### src/rtl/ste_pkg.sv
// Shared types, constants and functions of the separator tokenizer.
// Depends on nothing.
package ste_pkg;

  localparam int BYTE_W       = 8;
  localparam int SEP_W        = 64;
  localparam int NUM_SEP_REGS = 4;
  localparam int SEP_IDX_W    = $clog2(NUM_SEP_REGS);
  localparam int CFG_IDX_W    = 8;
  localparam int CMD_DEPTH    = 4;
  localparam int CMD_PTR_W    = $clog2(CMD_DEPTH);
  localparam int CMD_CNT_W    = CMD_PTR_W + 1;
  localparam int STEP_W       = 3;

  localparam logic [STEP_W-1:0] EXPAND_LEN = 3'd6;

  localparam logic [BYTE_W-1:0] CH_LBRACK      = 8'h5b;
  localparam logic [BYTE_W-1:0] CH_RBRACK      = 8'h5d;
  localparam logic [BYTE_W-1:0] CH_ZERO        = 8'h30;
  localparam logic [BYTE_W-1:0] CH_X           = 8'h78;
  localparam logic [BYTE_W-1:0] CH_BACKSLASH   = 8'h5c;
  localparam logic [BYTE_W-1:0] HEX_ALPHA_BASE = 8'h57;  // 'a' minus ten

  // What the back end emits for one request before an optional token end.
  typedef enum logic [1:0] {
    BODY_NONE,
    BODY_CHAR,
    BODY_EXPAND
  } body_t;

  typedef struct packed {
    body_t             body;
    logic [BYTE_W-1:0] ch;    // plain character, or escape code to expand
    logic              tend;  // close the token after the body
  } cmd_t;

  function automatic logic [BYTE_W-1:0] hex_digit(input logic [3:0] n);
    logic [BYTE_W-1:0] r;
    if (n < 4'd10) begin
      r = CH_ZERO + {4'b0, n};
    end else begin
      r = HEX_ALPHA_BASE + {4'b0, n};
    end
    return r;
  endfunction

  // Character at position step of the text [0xHH].
  function automatic logic [BYTE_W-1:0] expand_char(input logic [BYTE_W-1:0] code,
                                                    input logic [STEP_W-1:0] step);
    logic [BYTE_W-1:0] r;
    case (step)
      3'd0:    r = CH_LBRACK;
      3'd1:    r = CH_ZERO;
      3'd2:    r = CH_X;
      3'd3:    r = hex_digit(code[7:4]);
      3'd4:    r = hex_digit(code[3:0]);
      default: r = CH_RBRACK;
    endcase
    return r;
  endfunction

endpackage

### src/rtl/ste_in_if.sv
// Input channel of the tokenizer: one byte per request.
// Depends on ste_pkg.
interface ste_in_if import ste_pkg::*; ();
  logic              valid;
  logic              ready;
  logic [BYTE_W-1:0] in_byte;
  logic              end_of_string;

  modport source(output valid, output in_byte, output end_of_string, input ready);
  modport sink(input valid, input in_byte, input end_of_string, output ready);
endinterface

### src/rtl/ste_out_if.sv
// Output channel of the tokenizer: one token character or token end per request.
// Depends on ste_pkg.
interface ste_out_if import ste_pkg::*; ();
  logic              valid;
  logic              ready;
  logic [BYTE_W-1:0] out_char;
  logic              char_valid;
  logic              token_end;
  logic              last;

  modport source(output valid, output out_char, output char_valid, output token_end,
                 output last, input ready);
  modport sink(input valid, input out_char, input char_valid, input token_end,
               input last, output ready);
endinterface

### src/rtl/ste_front.sv
// Front end: accepts bytes, tracks token and backslash state, classifies each byte
// into a command for the back end. Depends on ste_pkg.
module ste_front import ste_pkg::*; (
  input  logic                                clk,
  input  logic                                rst,
  input  logic                                in_valid,
  output logic                                in_ready,
  input  logic [BYTE_W-1:0]                   in_byte,
  input  logic                                end_of_string,
  input  logic [NUM_SEP_REGS-1:0][SEP_W-1:0]  sep_mask,
  input  logic                                cmd_full,
  output logic                                push,
  output cmd_t                                cmd
);

  logic pending_backslash;
  logic token_nonempty;
  logic pending_backslash_next;
  logic token_nonempty_next;
  logic is_sep;
  logic accept;
  logic [BYTE_W-1:0] lcode;
  logic [BYTE_W-1:0] rcode;
  logic body_ne;

  function automatic logic [BYTE_W-1:0] letter_code(input logic [BYTE_W-1:0] b);
    logic [BYTE_W-1:0] r;
    case (b)
      8'h6e:   r = 8'h0a;  // n
      8'h74:   r = 8'h09;  // t
      8'h76:   r = 8'h0b;  // v
      8'h62:   r = 8'h08;  // b
      8'h72:   r = 8'h0d;  // r
      8'h66:   r = 8'h0c;  // f
      8'h61:   r = 8'h07;  // a
      8'h22:   r = 8'h22;  // double quote
      default: r = '0;
    endcase
    return r;
  endfunction

  function automatic logic [BYTE_W-1:0] raw_code(input logic [BYTE_W-1:0] b);
    logic [BYTE_W-1:0] r;
    case (b)
      8'h0a, 8'h09, 8'h0b, 8'h08, 8'h0d, 8'h0c, 8'h07, 8'h22: r = b;
      default: r = '0;
    endcase
    return r;
  endfunction

  assign in_ready = !cmd_full;
  assign accept   = in_valid && in_ready;
  assign is_sep   = sep_mask[in_byte[BYTE_W-1:SEP_IDX_W*3]][in_byte[SEP_IDX_W*3-1:0]];
  assign lcode    = letter_code(in_byte);
  assign rcode    = raw_code(in_byte);

  always_comb begin
    cmd.body = BODY_NONE;
    cmd.ch   = in_byte;
    cmd.tend = 1'b0;
    body_ne  = 1'b0;
    pending_backslash_next = 1'b0;
    token_nonempty_next    = token_nonempty;
    if (is_sep) begin
      cmd.tend            = token_nonempty;
      token_nonempty_next = 1'b0;
    end else begin
      priority if (pending_backslash && lcode != '0) begin
        cmd.body = BODY_EXPAND;
        cmd.ch   = lcode;
      end else if (in_byte == CH_BACKSLASH) begin
        pending_backslash_next = 1'b1;
      end else if (rcode != '0) begin
        cmd.body = BODY_EXPAND;
        cmd.ch   = rcode;
      end else begin
        cmd.body = BODY_CHAR;
      end
      body_ne             = (cmd.body != BODY_NONE);
      token_nonempty_next = token_nonempty || body_ne;
      // end of string closes the token right after this byte
      if (end_of_string) begin
        cmd.tend               = token_nonempty_next;
        pending_backslash_next = 1'b0;
        token_nonempty_next    = 1'b0;
      end
    end
  end

  // drop items that produce nothing
  assign push = accept && (cmd.body != BODY_NONE || cmd.tend);

  always_ff @(posedge clk) begin
    if (rst) begin
      pending_backslash <= 1'b0;
      token_nonempty    <= 1'b0;
    end else if (accept) begin
      pending_backslash <= pending_backslash_next;
      token_nonempty    <= token_nonempty_next;
    end
  end

endmodule

### src/rtl/ste_cmd_fifo.sv
// Short command queue between front and back end.
// Depends on ste_pkg.
module ste_cmd_fifo import ste_pkg::*; (
  input  logic clk,
  input  logic rst,
  input  logic push,
  input  cmd_t push_data,
  input  logic pop,
  output cmd_t head,
  output logic not_empty,
  output logic full
);

  cmd_t                 store [CMD_DEPTH];
  logic [CMD_PTR_W-1:0] wr_ptr;
  logic [CMD_PTR_W-1:0] rd_ptr;
  logic [CMD_CNT_W-1:0] count;

  assign head      = store[rd_ptr];
  assign not_empty = (count != '0);
  assign full      = (count == CMD_CNT_W'(CMD_DEPTH));

  always_ff @(posedge clk) begin
    if (push) begin
      store[wr_ptr] <= push_data;
    end
  end

  always_ff @(posedge clk) begin
    if (rst) begin
      wr_ptr <= '0;
      rd_ptr <= '0;
      count  <= '0;
    end else begin
      if (push) begin
        wr_ptr <= wr_ptr + 1'b1;
      end
      if (pop) begin
        rd_ptr <= rd_ptr + 1'b1;
      end
      unique case ({push, pop})
        2'b10:   count <= count + 1'b1;
        2'b01:   count <= count - 1'b1;
        default: count <= count;
      endcase
    end
  end

endmodule

### src/rtl/ste_back.sv
// Back end: walks each command one result per cycle into the output register
// while the output is not stalled. Depends on ste_pkg.
module ste_back import ste_pkg::*; (
  input  logic              clk,
  input  logic              rst,
  input  cmd_t              cmd,
  input  logic              cmd_valid,
  output logic              pop,
  output logic              out_valid,
  input  logic              out_ready,
  output logic [BYTE_W-1:0] out_char,
  output logic              char_valid,
  output logic              token_end,
  output logic              last
);

  logic [STEP_W-1:0] step;
  logic [STEP_W-1:0] body_len;
  logic [STEP_W-1:0] total;
  logic              is_last;
  logic              load;
  logic              in_body;
  logic [BYTE_W-1:0] res_char;

  always_comb begin
    unique case (cmd.body)
      BODY_CHAR:   body_len = 3'd1;
      BODY_EXPAND: body_len = EXPAND_LEN;
      default:     body_len = '0;
    endcase
  end

  assign total   = body_len + {{(STEP_W-1){1'b0}}, cmd.tend};
  assign is_last = (step == total - 1'b1);
  assign in_body = (step < body_len);
  assign load    = cmd_valid && (!out_valid || out_ready);
  assign pop     = load && is_last;

  always_comb begin
    if (!in_body) begin
      res_char = '0;
    end else if (cmd.body == BODY_CHAR) begin
      res_char = cmd.ch;
    end else begin
      res_char = expand_char(cmd.ch, step);
    end
  end

  always_ff @(posedge clk) begin
    if (rst) begin
      out_valid <= 1'b0;
      step      <= '0;
    end else if (load) begin
      out_valid <= 1'b1;
      step      <= is_last ? '0 : step + 1'b1;
    end else if (out_ready) begin
      out_valid <= 1'b0;
    end
  end

  always_ff @(posedge clk) begin
    if (load) begin
      out_char   <= res_char;
      char_valid <= in_body;
      token_end  <= !in_body;
      last       <= is_last;
    end
  end

endmodule

### src/rtl/separator_tokenizer_escape_expand_unit.sv
// Separator-set tokenizer with escape expansion, top level.
// Throughput, unless the output stalls: one byte per cycle while each byte gives at most
//   one result; an escape gives six or seven results, emitted one per cycle by the back
//   end sequencer. Accepted bytes pass the command queue before the output register.
// Reset (rst, synchronous): clears separator masks, token/backslash state, queue, output.
// Depends on ste_pkg, ste_in_if, ste_out_if, ste_front, ste_cmd_fifo, ste_back.
module separator_tokenizer_escape_expand_unit import ste_pkg::*; (
  input  logic                 clk,
  input  logic                 rst,
  ste_in_if.sink               in_ch,
  ste_out_if.source            out_ch,
  input  logic                 cfg_we,
  input  logic [CFG_IDX_W-1:0] cfg_index,
  input  logic [SEP_W-1:0]     cfg_data
);

  // Separator set, 256 flags in four 64-bit registers.
  logic [NUM_SEP_REGS-1:0][SEP_W-1:0] sep_mask;

  cmd_t front_cmd;
  cmd_t head_cmd;
  logic push;
  logic pop;
  logic cmd_full;
  logic cmd_not_empty;

  // Write a mask register; drop writes beyond the last register.
  always_ff @(posedge clk) begin
    if (rst) begin
      sep_mask <= '0;
    end else if (cfg_we && cfg_index < CFG_IDX_W'(NUM_SEP_REGS)) begin
      sep_mask[cfg_index[SEP_IDX_W-1:0]] <= cfg_data;
    end
  end

  // Classify each byte and keep token state; hold input while the queue is full.
  ste_front u_front (
    .clk           (clk),
    .rst           (rst),
    .in_valid      (in_ch.valid),
    .in_ready      (in_ch.ready),
    .in_byte       (in_ch.in_byte),
    .end_of_string (in_ch.end_of_string),
    .sep_mask      (sep_mask),
    .cmd_full      (cmd_full),
    .push          (push),
    .cmd           (front_cmd)
  );

  // Decouple classification from expansion so either side can stall.
  ste_cmd_fifo u_fifo (
    .clk       (clk),
    .rst       (rst),
    .push      (push),
    .push_data (front_cmd),
    .pop       (pop),
    .head      (head_cmd),
    .not_empty (cmd_not_empty),
    .full      (cmd_full)
  );

  // Emit characters, expansions and token ends; advance while the output drains.
  ste_back u_back (
    .clk        (clk),
    .rst        (rst),
    .cmd        (head_cmd),
    .cmd_valid  (cmd_not_empty),
    .pop        (pop),
    .out_valid  (out_ch.valid),
    .out_ready  (out_ch.ready),
    .out_char   (out_ch.out_char),
    .char_valid (out_ch.char_valid),
    .token_end  (out_ch.token_end),
    .last       (out_ch.last)
  );

endmodule

### src/flat_wrapper.sv
// flat-port wrapper written by rule: the top's interface ports become plain ports
module separator_tokenizer_escape_expand_unit_flat import ste_pkg::*;
  (clk, rst, cfg_we, cfg_index, cfg_data, in_ch_valid, in_ch_in_byte, in_ch_end_of_string, in_ch_ready, out_ch_valid, out_ch_out_char, out_ch_char_valid, out_ch_token_end, out_ch_last, out_ch_ready);
  ste_in_if in_ch_i ();
  ste_out_if out_ch_i ();
  input  logic clk;
  input  logic rst;
  input  logic cfg_we;
  input  logic [CFG_IDX_W-1:0] cfg_index;
  input  logic [SEP_W-1:0] cfg_data;
  input wire logic [$bits(in_ch_i.valid)-1:0] in_ch_valid;
  input wire logic [$bits(in_ch_i.in_byte)-1:0] in_ch_in_byte;
  input wire logic [$bits(in_ch_i.end_of_string)-1:0] in_ch_end_of_string;
  output wire logic [$bits(in_ch_i.ready)-1:0] in_ch_ready;
  output wire logic [$bits(out_ch_i.valid)-1:0] out_ch_valid;
  output wire logic [$bits(out_ch_i.out_char)-1:0] out_ch_out_char;
  output wire logic [$bits(out_ch_i.char_valid)-1:0] out_ch_char_valid;
  output wire logic [$bits(out_ch_i.token_end)-1:0] out_ch_token_end;
  output wire logic [$bits(out_ch_i.last)-1:0] out_ch_last;
  input wire logic [$bits(out_ch_i.ready)-1:0] out_ch_ready;
  assign in_ch_i.valid = in_ch_valid;
  assign in_ch_i.in_byte = in_ch_in_byte;
  assign in_ch_i.end_of_string = in_ch_end_of_string;
  assign in_ch_ready = in_ch_i.ready;
  assign out_ch_valid = out_ch_i.valid;
  assign out_ch_out_char = out_ch_i.out_char;
  assign out_ch_char_valid = out_ch_i.char_valid;
  assign out_ch_token_end = out_ch_i.token_end;
  assign out_ch_last = out_ch_i.last;
  assign out_ch_i.ready = out_ch_ready;
  separator_tokenizer_escape_expand_unit u_core (.clk(clk), .rst(rst), .in_ch(in_ch_i), .out_ch(out_ch_i), .cfg_we(cfg_we), .cfg_index(cfg_index), .cfg_data(cfg_data));
endmodule
### config.mk
export PLATFORM = sky130hd
export DESIGN_NAME = separator_tokenizer_escape_expand_unit_flat
export DESIGN_NICKNAME = d
export VERILOG_FILES = /design/src/rtl/ste_pkg.sv /design/src/rtl/ste_in_if.sv /design/src/rtl/ste_out_if.sv /design/src/rtl/ste_front.sv /design/src/rtl/ste_cmd_fifo.sv /design/src/rtl/ste_back.sv /design/src/rtl/separator_tokenizer_escape_expand_unit.sv /design/src/flat_wrapper.sv
export SDC_FILE = /design/constraint.sdc
export NUM_CORES = 1
export LEC_CHECK = 0
export BUFFER_PORTS_ARGS = -buffer_cell sky130_fd_sc_hd__buf_2
export CAP_MARGIN = 25
export CORE_ASPECT_RATIO = 2
export CORE_MARGIN = 5
export CORE_UTILIZATION = 35
export CTS_CLUSTER_DIAMETER = 80
export CTS_CLUSTER_SIZE = 8
export DETAILED_ROUTE_END_ITERATION = 10
export PLACE_DENSITY_LB_ADDON = 0.2
export SLEW_MARGIN = 5
export SYNTH_ARGS = -nofsm -noshare
export SYNTH_HDL_FRONTEND = slang
export SYNTH_SLANG_ARGS = --single-unit
### constraint.sdc
create_clock -name clk -period 11.65 [get_ports clk]
set_clock_uncertainty 0.15 [all_clocks]
set_input_delay 2.9125 -clock clk [delete_from_list [all_inputs] [get_ports clk]]
set_output_delay 2.9125 -clock clk [all_outputs]
set_load 0.02 [all_outputs]
Word-level counts from Yosys, hierarchy flattened
Memory sizes are Yosys's and may differ from the RTL's. A register that Yosys moved wholly into a read port is not among the register bits.
Cells that the tools add are included.
Widths: inputs -> output; s select.
{ "op_classes": {"eq_ne": 26, "muxes": 36, "reduce_logical": 22, "magnitude_cmp": 8, "add_sub_neg": 11} }
{ "op_table": {"columns": ["cell", "n"], "rows": [
  ["$bwmux 256", 1],
  ["$bmux 64 s2", 1],
  ["$demux 64 s2", 1],
  ["$mux 64", 2],
  ["$eq 8x7->1 const B", 8],
  ["$eq 8x4->1 const B", 6],
  ["$pmux 6 s8", 1],
  ["$mux 10", 4],
  ["$mux 8", 5],
  ["$pmux 8 s5", 1],
  ["$add 7x4->8 const A", 2],
  ["$reduce_bool 8->1", 2],
  ["$add 6x4->7 const A", 2],
  ["$mux 1", 13],
  ["$pmux 3 s2", 2],
  ["$eq 8x3->1 const B", 1],
  ["$eq 8x6->1 const B", 1],
  ["$lt 4x4->1 const B", 2],
  ["$lt 8x3->1 const B", 1],
  ["$reduce_bool 2->1", 4],
  ["$reduce_or 8->1", 1],
  ["$logic_and 1x1->1", 7],
  ["$lt 6x7->1 const B", 1],
  ["$add 3x1->3 const B", 2],
  ["other kinds (19)", 32]
]} }
{ "totals": {"inputBits": 86, "mem_bits_rw": 44, "out_inout_bits": 13, "memories": 1, "regBits": 280} }
{ "mem_list": {"columns": ["memory", "words", "word_bits", "rd", "rd_ports_with_merged_regs", "write_ports", "line", "text"], "rows": [
  ["u_core.u_fifo.store", 4, 11, 1, 1, 1, "ste_cmd_fifo.sv:14", "cmd_t store [CMD_DEPTH];"]
]} }

Longest topological paths before layout
Gate-level depths: netlist (run 1).
{ "logic_depth": {"depth_word": 16, "ltp_mapped": 19, "depth_no_buf": 15} }

Hierarchy
From an unflattened synthesis (run 1), not the netlist that was laid out.
{ "unflattened": {"cells_unflattened": 1366, "hier_area_um2": 16032.9} }
{ "by_module_without_submodules": {"columns": ["mod", "area_each_um2", "cells_each", "instances", "seq_area_each_um2"], "rows": [
  ["separator_tokenizer_escape_expand_unit", 10259.8, 901, 1, 5124.9],
  ["ste_front", 2587.5, 237, 1, 40.0],
  ["ste_cmd_fifo", 2024.4, 104, 1, 1501.4],
  ["ste_back", 1161.1, 124, 1, 410.4]
]} }

Least setup slack after synthesis (run 1)
OpenSTA, ideal clock, no wires.
{ "synth_timing": {"path_kind": "input to register", "startpoint": "input port in_ch_in_byte[1]", "endpoint": "register u_core.u_fifo.count[2]", "n_path_buf": 3, "cell_stages": 18, "t_arrival_ps": 6176, "setup_ps": 70, "required_time_ps": 11430, "path_slack_ps": 5253, "path_cell_list": "buf_4 > buf_4 > buf_4 > mux4_2 > mux2i_1 > nor2_1 > o311ai_1 > o311ai_2 > o41ai_4 > a21o_1 > a21oi_4 > inv_1 > ha_1 > inv_1 > fa_1 > xor2_1 > or3_1 > a21oi_1"} }
{ "synth_via": {"elab_chain_cells": 16, "word_cells_on_any_way": 40, "cone_classes": "18 x eq/ne; 12 x mux; 10 x reduce/logical"} }
{ "synth_lines": {"columns": ["element", "line", "text"], "rows": [
  ["from (decl)", "flat_wrapper.sv:12", "input wire logic [$bits(in_ch_i.in_byte)-1:0] in_ch_in_byte;"],
  ["$eq 8x4->1 (tied with other cells)", "ste_front.sv:44", "case (b)"],
  ["$reduce_or 8->1", "ste_front.sv:44", null],
  ["$mux 8", "ste_front.sv:44", null],
  ["$reduce_bool 8->1", "ste_front.sv:73", "end else if (rcode != '0) begin"],
  ["$mux 2", "ste_front.sv:73", null],
  ["$mux 10", "ste_front.sv:71", "end else if (in_byte == CH_BACKSLASH) begin"],
  ["$mux 10", "ste_front.sv:68", "priority if (pending_backslash && lcode != '0) begin"],
  ["$mux 10", "ste_front.sv:64", "if (is_sep) begin"],
  ["$reduce_bool 2->1", "ste_front.sv:79", "body_ne = (cmd.body != BODY_NONE);"],
  ["$logic_or 1x1->1", "ste_front.sv:80", "token_nonempty_next = token_nonempty || body_ne;"],
  ["$mux 1", "ste_front.sv:82", "if (end_of_string) begin"],
  ["$mux 1", "ste_front.sv:64", null],
  ["$logic_or 1x1->1 *", "ste_front.sv:91", "assign push = accept && (cmd.body != BODY_NONE || cmd.tend);"],
  ["$logic_and 1x1->1 *", "ste_front.sv:91", null],
  ["$eq 2x1->1 or $eq 2x2->1 (tied branches)", "ste_cmd_fifo.sv:41", "unique case ({push, pop})"],
  ["$pmux 3 s2 or $reduce_bool 2->1 (tied branches)", null, null],
  ["to (signal assigned)", "ste_cmd_fifo.sv:42", "2'b10: count <= count + 1'b1;"],
  ["to (signal assigned)", "ste_cmd_fifo.sv:43", "2'b01: count <= count - 1'b1;"],
  ["to (signal assigned)", "ste_cmd_fifo.sv:44", "default: count <= count;"],
  ["to (decl)", "ste_cmd_fifo.sv:17", "logic [CMD_CNT_W-1:0] count;"]
]} }
Every way passes the cells marked *; elsewhere a longest branch is shown, timed or not. The select of a mux whose other input is x is not followed.
A chain may end at the register's enable or synchronous reset.

Worst setup path in the final report (run 1)
{ "layout_timing": {"startpoint": "input port in_ch_in_byte[7]", "endpoint": "register u_core.u_fifo.count[2]"} }
Same word-level chain as after synthesis.

==> impl_metrics.yaml, run 1 <==
placement:
  port_buffers: 98
  hpwl_um: 26400
  placed_cells: 2132
  dpl_worst_slack_ps: 3790
  place.gp.congestion: 0.816
timing:
  finalSetupViolCount: 0
  max_slew_margin: 0.379
  drv_slew: 0
  fmax_mhz: 136
  hold_viol: 0
  rsz0062_at_grt: "no"
  tightest_slew_ps: 932
  fin_ws_ps: 4310
  tns_ps: 0
  period_minus_slack_ps: 7340
  timing.final.crit_share: 0.630
logic_synthesis:
  yosys.cell_types.count: 62
  synth_edf_count: 55
  synthCells: 1605
  yosysTopAreaCell: "dfxtp_1"
  yosysSeqAreaShare: 0.488
  synth_area_per_cell_um2: 9.03
  yosys-top-cells-area: "dfxtp_1, nand2_1, edfxtp_1"
  yosysMostFrequentCell: "nand2_1"
  netlist_area_um2: 14500
  yosys_warnings: 0
  ys_top_cells_by_count: "nand2_1, a21oi_1, dfxtp_1, clkbuf_1, mux4_2"
  netlist.area_leader.share: 0.374
  ys_async_sr_fraction: 0
  synth_seq_cells: 326
  synth_flop_cell: "dfxtp_1"
  synth_fp_nets: 1708
floorplan:
  start_util: 0.354
  rows: 105
  dieWidth_um: 154
  die-area_um2: 45800
  coreArea_um2: 41000
  die_h_um: 298
  io-pin-count: 99
run_status:
  outcome: "completed"
finish:
  fin_nets: 1749
  antenna_cells: 0
  fin_cells: 2194
  drive_gt1_frac: 0.143
  nFillCells: 4132
  final_util: 0.404
  area_delta_synth_final_pct: 14.1
pwr:
  power_density_nw_per_um2: 167
  power.share.clock: 0.436
  peakVddDrop_mv: 0.0999
  leakagePower_uw: 0.00561
  combPwrFrac: 0.121
  power.total_uw: 2760
  power_switching_uw: 712
  p_seq_frac: 0.443
  p_int_uw: 2050
  swShare: 0.258
cts:
  htreeDepth: 2
  clock_latency_ps: 550
  cts_resized: 0
  clk_transition_reported_paths_ps: 50
  cts.path.max_buffers: 3
  cts_setup_buffers: 0
  ctsHoldBuffers: 0
  cts_sinks: 326
  cts.root.buffer_cell: "clkbuf_16"
  numCtsBuffers: 46
  cts_tree: "yes"
global_routing:
  grt.total_usage: 0.182
  grt_pass1_vias: 12039
  grt_overflow: 0
  grt_pass1_wl_um: 66600
  grt_max_degree: 161
  antenna_found_initial: 2
setup_path:
  critPathLaunchType: "primary input"
  required_ps: 11960
  critPathKind: "in -> reg"
  crit_fanout: 41
  endpoint_kind: "flop"
  cp_data_arrival_time_ps: 7650
route:
  postRouteAntennaNets: 0
  drt_iter0_drc: 734
  vias_per_cell: 5.25
  wirelength_um: 42300
  via_count: 11528
  firstDrtPassIters: 5
  wire_per_inst_um: 19.3
  drc: 0
job:
  cap_violations: 0
worst_hold_path:
  holdCritPathClass: "reg -> reg"
-- placed cells by master (no fill, tap or decap), types with 19 or more instances in the layout --
cell type,count
inv_1,28
a21oi_1,271
dfxtp_1,271
o21ai_0,19
nand2_1,545
clkbuf_16,47
nor2_1,35
mux4_2,61
buf_2,96
mux2i_1,35
edfxtp_1,55
-- state kept, by name (all words and copies together) (netlist names), 2 cells and up, named ones only --
| name | cells |
|---|---|
| u_core.u_fifo.count | 3 |
| u_core.u_back.step | 3 |
| u_core.u_fifo.store | 44 |
| u_core.u_back.out_char | 8 |
| u_core.sep_mask | 256 |
| u_core.u_fifo.rd_ptr | 2 |
| u_core.u_fifo.wr_ptr | 2 |
-- stage by stage --
stage / hold slack, ps / area (um^2)
after global routing: 319 / 16500
final: 299 / 16500
after detailed placement: 295 / 15300
after floorplan: 278 / 14500
after CTS: 300 / 16500
after global placement: 285 / 15200
-- cells by family (layout without fill, tap and decap cells) --
| kind of cell | count (synthesis) | count (layout) | synth area share |
|---|---|---|---|
| xor+xnor | 10 | 10 | 0.00604 |
| flops | 326 | 326 | 0.488 |
| compound gates | 343 | 343 | 0.131 |
| simple gates | 658 | 658 | 0.183 |
| fa+ha+maj | 17 | 17 | 0.0152 |
| buf+inv | 147 | 201 | 0.0457 |
| mux | 104 | 104 | 0.131 |
-- layout make-up --
type	instances	area, um^2	area share
clock buffers	59	1230	0.0744
inverters	28	105	0.00635
clock inverters	2	32.5	0.00197
well taps	535	669	0.0405
flip-flops and latches	326	7080	0.428
repair buffers	112	647	0.0391
multi-input cells	1132	6780	0.410
-- critical path, cell delays in order --
cell and delay (ps):
buf_4 550, buf_4 630, mux4_2 570, mux2i_1 290
nor2_1 80, nor3_1 250, o22ai_1 160, o41ai_4 520
a21o_1 240, a21oi_4 90, inv_1 70, ha_1 170
inv_1 60, fa_1 370, xor2_1 160, or3_1 310
a21oi_1 150
-- layer usage --
layer	track usage	up-vias	wire (um)
li1	-	5561	-
met1	0.197	5558	15800
met2	0.347	314	23100
met3	0.0250	95	1760
met4	0.0775	0	1760
met5	0	-	0
-- power by group through the flow --
stage / logic (uW) / clock network, uW / registers (uW)
after floorplan: 207 / 0 / 1270
after global placement: 332 / 0 / 1240
after detailed placement: 336 / 0 / 1250
after CTS: 337 / 1240 / 1220
after global routing: 369 / 1270 / 1230
final: 334 / 1200 / 1220
-- path summary, 6_finish.rpt --
check | depth (start not counted) | to | slack [ps] | start
worst max-delay path | 17 | u_core.u_fifo.count[2]$_SDFFE_PP0P_ | 4310 | in_ch_in_byte[7]
worst min-delay path | 2 | u_core.sep_mask[55]$_SDFFE_PP0P_ | 300 | u_core.sep_mask[55]$_SDFFE_PP0P_
worst max register to register | 15 | u_core.u_fifo.count[2]$_SDFFE_PP0P_ | 6710 | flop
worst min register to register | 2 | u_core.sep_mask[55]$_SDFFE_PP0P_ | 300 | u_core.sep_mask[55]$_SDFFE_PP0P_
(Power assumes the default switching activity.)
==> run 2: changes to the inputs <==
- ABC_AREA: unset -> 1
- clock period: 11.65 -> 7.42 ns (I/O delays scaled with it)
==> impl_metrics.yaml, run 2 <==
finish:
  reg_top3: "u_core.sep_mask x256, u_core.u_fifo.store x44, u_core.u_back.out_char x8"
  final_util: 0.401
  drive_gt1_frac: 0.0848
  fin_nets: 2342
  top_register: "u_core.sep_mask"
  area_delta_synth_final_pct: 13.2
  largest_register_ff_count: 256
  fin_cells: 2804
  final_cell_mix: "nand2_1, o21ai_0, nor2_1, dfxtp_1, inv_1"
  final_common_cell: "nand2_1"
  nFillCells: 4653
placement:
  hpwl_um: 29100
  placed_cells: 2739
  dpl_worst_slack_ps: 1410
  port_buffers: 98
  place.gp.congestion: 0.919
logic_synthesis:
  synthCells: 2205
  ys_top_cells_by_count: "nand2_1, o21ai_0, nor2_1, dfxtp_1, inv_1"
  yosys.cell_types.count: 44
  netlist.area_leader.share: 0.352
  synth_edf_count: 55
  yosysSeqAreaShare: 0.459
  yosysTopAreaCell: "dfxtp_1"
  synth_fp_nets: 2308
  synth_seq_cells: 326
  netlist_area_um2: 15400
  synth_area_per_cell_um2: 6.99
  yosysMostFrequentCell: "nand2_1"
  ys_async_sr_fraction: 0
  synth_flop_cell: "dfxtp_1"
  yosys-top-cells-area: "dfxtp_1, nand2_1, edfxtp_1"
  yosys_warnings: 0
timing:
  period_minus_slack_ps: 5440
  drv_slew: 0
  rsz0062_at_grt: "no"
  tns_ps: 0
  hold_viol: 0
  fmax_mhz: 184
  tightest_slew_ps: 1040
  fin_ws_ps: 1980
  timing.final.crit_share: 0.733
  max_slew_margin: 0.307
  finalSetupViolCount: 0
floorplan:
  die_h_um: 307
  dieWidth_um: 158
  rows: 108
  io-pin-count: 99
  die-area_um2: 48600
  start_util: 0.354
  coreArea_um2: 43500
global_routing:
  antenna_found_initial: 4
  grt_pass1_vias: 13351
  grt_max_degree: 191
  grt_overflow: 0
  grt_pass1_wl_um: 72000
  grt.total_usage: 0.185
route:
  postRouteAntennaNets: 0
  wirelength_um: 45500
  vias_per_cell: 5.01
  wire_per_inst_um: 16.2
  drc: 0
  firstDrtPassIters: 5
  via_count: 14057
  drt_iter0_drc: 922
run_status:
  outcome: "completed"
setup_path:
  rr_worst_depth: 17
  critPathKind: "in -> reg"
  endpoint_kind: "flop"
  rr_endpoint: "u_core.u_fifo.count[2]$_SDFFE_PP0P_"
  cp_data_arrival_time_ps: 5710
  startpoint: "in_ch_in_byte[6]"
  regToRegSetupSlack_ps: 3460
  crit_fanout: 72
  endpoint: "u_core.u_fifo.count[2]$_SDFFE_PP0P_"
  critPathLaunchType: "primary input"
  required_ps: 7690
cts:
  cts_setup_buffers: 0
  cts_resized: 0
  cts.root.buffer_cell: "clkbuf_16"
  clk_transition_reported_paths_ps: 50
  cts.path.max_buffers: 3
  cts_tree: "yes"
  clock_latency_ps: 540
  cts_sinks: 326
  numCtsBuffers: 46
  ctsHoldBuffers: 0
  htreeDepth: 2
pwr:
  peakVddDrop_mv: 0.144
  leakagePower_uw: 0.00744
  power_density_nw_per_um2: 267
worst_hold_path:
  holdCritPathClass: "reg -> reg"
job:
  cap_violations: 0
[run 2: cell types whose count changed in the layout (fill, tap and decap cells not counted), moves of 9 or more]
cell | before | now
nand3_1 | 9 | 76
mux4_2 | 61 | 0
mux2i_1 | 35 | 0
a21oi_1 | 271 | 204
nor2b_1 | 10 | 0
nor2_1 | 35 | 283
inv_1 | 28 | 246
nand2b_1 | 9 | 0
o21ai_1 | 1 | 25
o21ai_0 | 19 | 302
nand2_1 | 545 | 519
a22oi_1 | 12 | 0
[run 2: cell families after synthesis]
group | synth area share
flops | 0.459
fa+ha+maj | 0.0143
xor+xnor | 0.00171
buf+inv | 0.104
simple gates | 0.231
compound gates | 0.189
[run 2: per-layer routing]
metal | up-vias | share of wire | track usage
met5 | - | 0.00024 | 0
met4 | 2 | 0.030 | 0.0635
met3 | 86 | 0.043 | 0.0245
met2 | 330 | 0.54 | 0.351
met1 | 6550 | 0.39 | 0.207
li1 | 7089 | - | -
[run 2: worst max-delay path, stage by stage]
cell     delay, ps
buf_4          490
inv_4          470
nor2_4         520
nand2_1        100
nand3_1        100
nand2_1         50
nand2_1        120
nor2_1          50
nor2_1          90
nor2_1          50
nand2_1         60
nand2_1         40
nand2_1        110
nor2_4          60
nand2_1         90
nand3_2        130
nand2_2        140
ha_1           160
inv_1           60
fa_1           380
a21oi_1        140
o21ai_0        110
o21ai_0        150
a21oi_1         60
[run 2: report_power, final]
group | leakage [uW] | internal, uW | switching [uW]
Clock | 0.000605 | 1140 | 745
Sequential | 0.00269 | 1910 | 30.1
Combinational | 0.00414 | 252 | 584
Total | 0.00744 | 3310 | 1360
[run 2: how the worst min path moves through the flow]
stage / slack, ps / to / from / cells after the start
after floorplan: 270 / u_core.sep_mask[10]$_SDFFE_PP0P_ / u_core.sep_mask[10]$_SDFFE_PP0P_ / 2
after global placement: 280 / u_core.sep_mask[33]$_SDFFE_PP0P_ / u_core.sep_mask[33]$_SDFFE_PP0P_ / 2
after detailed placement: 290 / u_core.sep_mask[27]$_SDFFE_PP0P_ / u_core.sep_mask[27]$_SDFFE_PP0P_ / 2
after CTS: 290 / u_core.sep_mask[27]$_SDFFE_PP0P_ / u_core.sep_mask[27]$_SDFFE_PP0P_ / 2
after global routing: 310 / u_core.sep_mask[9]$_SDFFE_PP0P_ / u_core.sep_mask[9]$_SDFFE_PP0P_ / 2
final: 290 / u_core.sep_mask[42]$_SDFFE_PP0P_ / u_core.sep_mask[42]$_SDFFE_PP0P_ / 2
[run 2: layout make-up]
cell class,instances,area (um^2),area share
multi-input combinational,1489,6740,0.387
timing repair buffer,122,722,0.0414
clock buffer,60,1230,0.0708
clock inverter,1,8.76,0.000502
sequential,326,7080,0.406
inverter,254,965,0.0553
tap,550,688,0.0395
antenna,2,5.00,0.000287
[run 2: metrics by stage]
stage,instance area (um^2),hold slack (ps),power (uW)
2_1_floorplan,15400,274,2550
3_3_place_gp,16100,284,2810
3_5_place_dp,16100,286,2820
4_1_cts,17400,294,4730
5_1_grt,17400,313,4890
6_report,17400,294,4660
==> run 3: changes to the inputs <==
- clock period: 7.42 -> 4.9 ns (I/O delays scaled with it)
==> impl_metrics.yaml, run 3 (synthesis results as in run 2) <==
run_status:
  outcome: "completed"
timing:
  drv_slew: 0
  finalSetupViolCount: 0
  timing.final.crit_share: 0.825
  hold_viol: 0
  max_slew_margin: 0.355
  period_minus_slack_ps: 4040
  rsz0062_at_grt: "no"
  fmax_mhz: 247
  tns_ps: 0
  tightest_slew_ps: 968
finish:
  final_cell_mix: "nand2_1, o21ai_0, nor2_1, dfxtp_1, inv_1"
  area_delta_synth_final_pct: 14.1
  final_common_cell: "nand2_1"
  fin_nets: 2355
  reg_top3: "u_core.sep_mask x256, u_core.u_fifo.store x44, u_core.u_back.out_char x8"
  top_register: "u_core.sep_mask"
  largest_register_ff_count: 256
  drive_gt1_frac: 0.0902
  multiInputGateArea_um2: 6740
  nFillCells: 4599
  final-seq-area_um2: 7080
placement:
  place.gp.congestion: 0.934
  port_buffers: 98
  hpwl_um: 29600
cts:
  htreeDepth: 2
  cts.path.max_buffers: 3
  clock_latency_ps: 550
  cts_resized: 0
  cts_sinks: 326
  cts.root.buffer_cell: "clkbuf_16"
  clk_transition_reported_paths_ps: 50
  numCtsBuffers: 46
  cts_setup_buffers: 0
  cts_tree: "yes"
  ctsHoldBuffers: 0
floorplan:
  die-area_um2: 48600
  start_util: 0.354
  rows: 108
  die_h_um: 307
  coreArea_um2: 43500
  io-pin-count: 99
  dieWidth_um: 158
global_routing:
  grt_pass1_wl_um: 71800
  grt_max_degree: 136
  grt_pass1_vias: 13546
  grt_overflow: 0
  grt.total_usage: 0.184
  antenna_found_initial: 1
setup_path:
  cpLargestDelayFamily: "simple AND/OR/NAND/NOR gates"
  critPathBufInv: 3
  path_cells: "buf_4, buf_12, nand2_1, nand3_1, nand2_1, nand2_1, nand2_1, o21ai_0, nand2_1, nor2_1, nor2_1, nor2_1, nand2_1, nand2_1, nand3_2, nand2_2, ha_1, inv_1, fa_1, a21oi_1, o21ai_0, o21ai_0, a21oi_1"
  critPathLaunchType: "primary input"
  max_stage_delay_ps: 380
  slowest_stage: "fa_1"
  crit_fanout: 66
  crit_path_frequent_cell: "nand2_1"
  cp_data_arrival_time_ps: 4330
  endpoint_kind: "flop"
  critPathKind: "in -> reg"
  required_ps: 5180
route:
  vias_per_cell: 4.99
  drc: 0
  top_layer_used: "met4"
  drt-met1-wl_um: 17700
  wirelength_um: 45400
  postRouteAntennaNets: 0
  via_count: 14031
  firstDrtPassIters: 7
  drt_iter0_drc: 828
  route.met2.wl_um: 24200
  wire_per_inst_um: 16.1
  met3WireLength_um: 2010
pwr:
  power.total_uw: 7070
  peakVddDrop_mv: 0.238
  power_density_nw_per_um2: 402
  leakagePower_uw: 0.00752
worst_hold_path:
  holdCritPathClass: "reg -> reg"
job:
  cap_violations: 0
==> run 3: power breakdown <==
part | internal (uW) | switching [uW] | total, uW
Clock | 1710 | 1120 | 2830
Combinational | 404 | 888 | 1290
Sequential | 2900 | 47.1 | 2950
Total | 5020 | 2050 | 7070
==> run 3: final timing paths <==
check	startpoint	end	slack [ps]	cells after the start
setup / recovery	in_ch_in_byte[6]	u_core.u_fifo.count[2]$_SDFFE_PP0P_	860	23
hold / removal	u_core.sep_mask[33]$_SDFFE_PP0P_	u_core.sep_mask[33]$_SDFFE_PP0P_	290	2
hold reg to reg	u_core.sep_mask[33]$_SDFFE_PP0P_	u_core.sep_mask[33]$_SDFFE_PP0P_	290	2
setup reg to reg	flop	u_core.u_fifo.count[2]$_SDFFE_PP0P_	1170	14
==> run 3: routing by layer <==
metal  vias up  global-route usage
met2       317               0.350
li1       7127                   -
met1      6495               0.204
met5         -                   0
met3        92              0.0273
met4         0              0.0631
==> run 3: layout make-up <==
class / instances / area share
sequential: 326 / 0.403
multi-input combinational: 1489 / 0.384
clock buffer: 57 / 0.0696
inverter: 254 / 0.0549
timing repair buffer: 135 / 0.0495
tap: 550 / 0.0392
clock inverter: 1 / 0.000498
antenna: 1 / 0.000142
==> run 3: metrics by stage <==
| stage | instances | hold slack (ps) | utilization | area (um^2) | setup slack [ps] |
|---|---|---|---|---|---|
| finish | 2813 | 292 | 0.404 | 17600 | 857 |
| global route | 2812 | 309 | 0.404 | 17600 | 436 |
| CTS | 2812 | 293 | 0.404 | 17600 | 881 |
| detailed placement | 2754 | 285 | 0.376 | 16300 | 327 |
| global placement | 2754 | 283 | 0.376 | 16300 | 288 |
| floorplan | 2205 | 274 | - | 15400 | 925 |
==> run 3: worst min-delay path, stage by stage (launching register included) <==
cell	delay [ps]
dfxtp_1	300
inv_1	50
a21oi_1	50
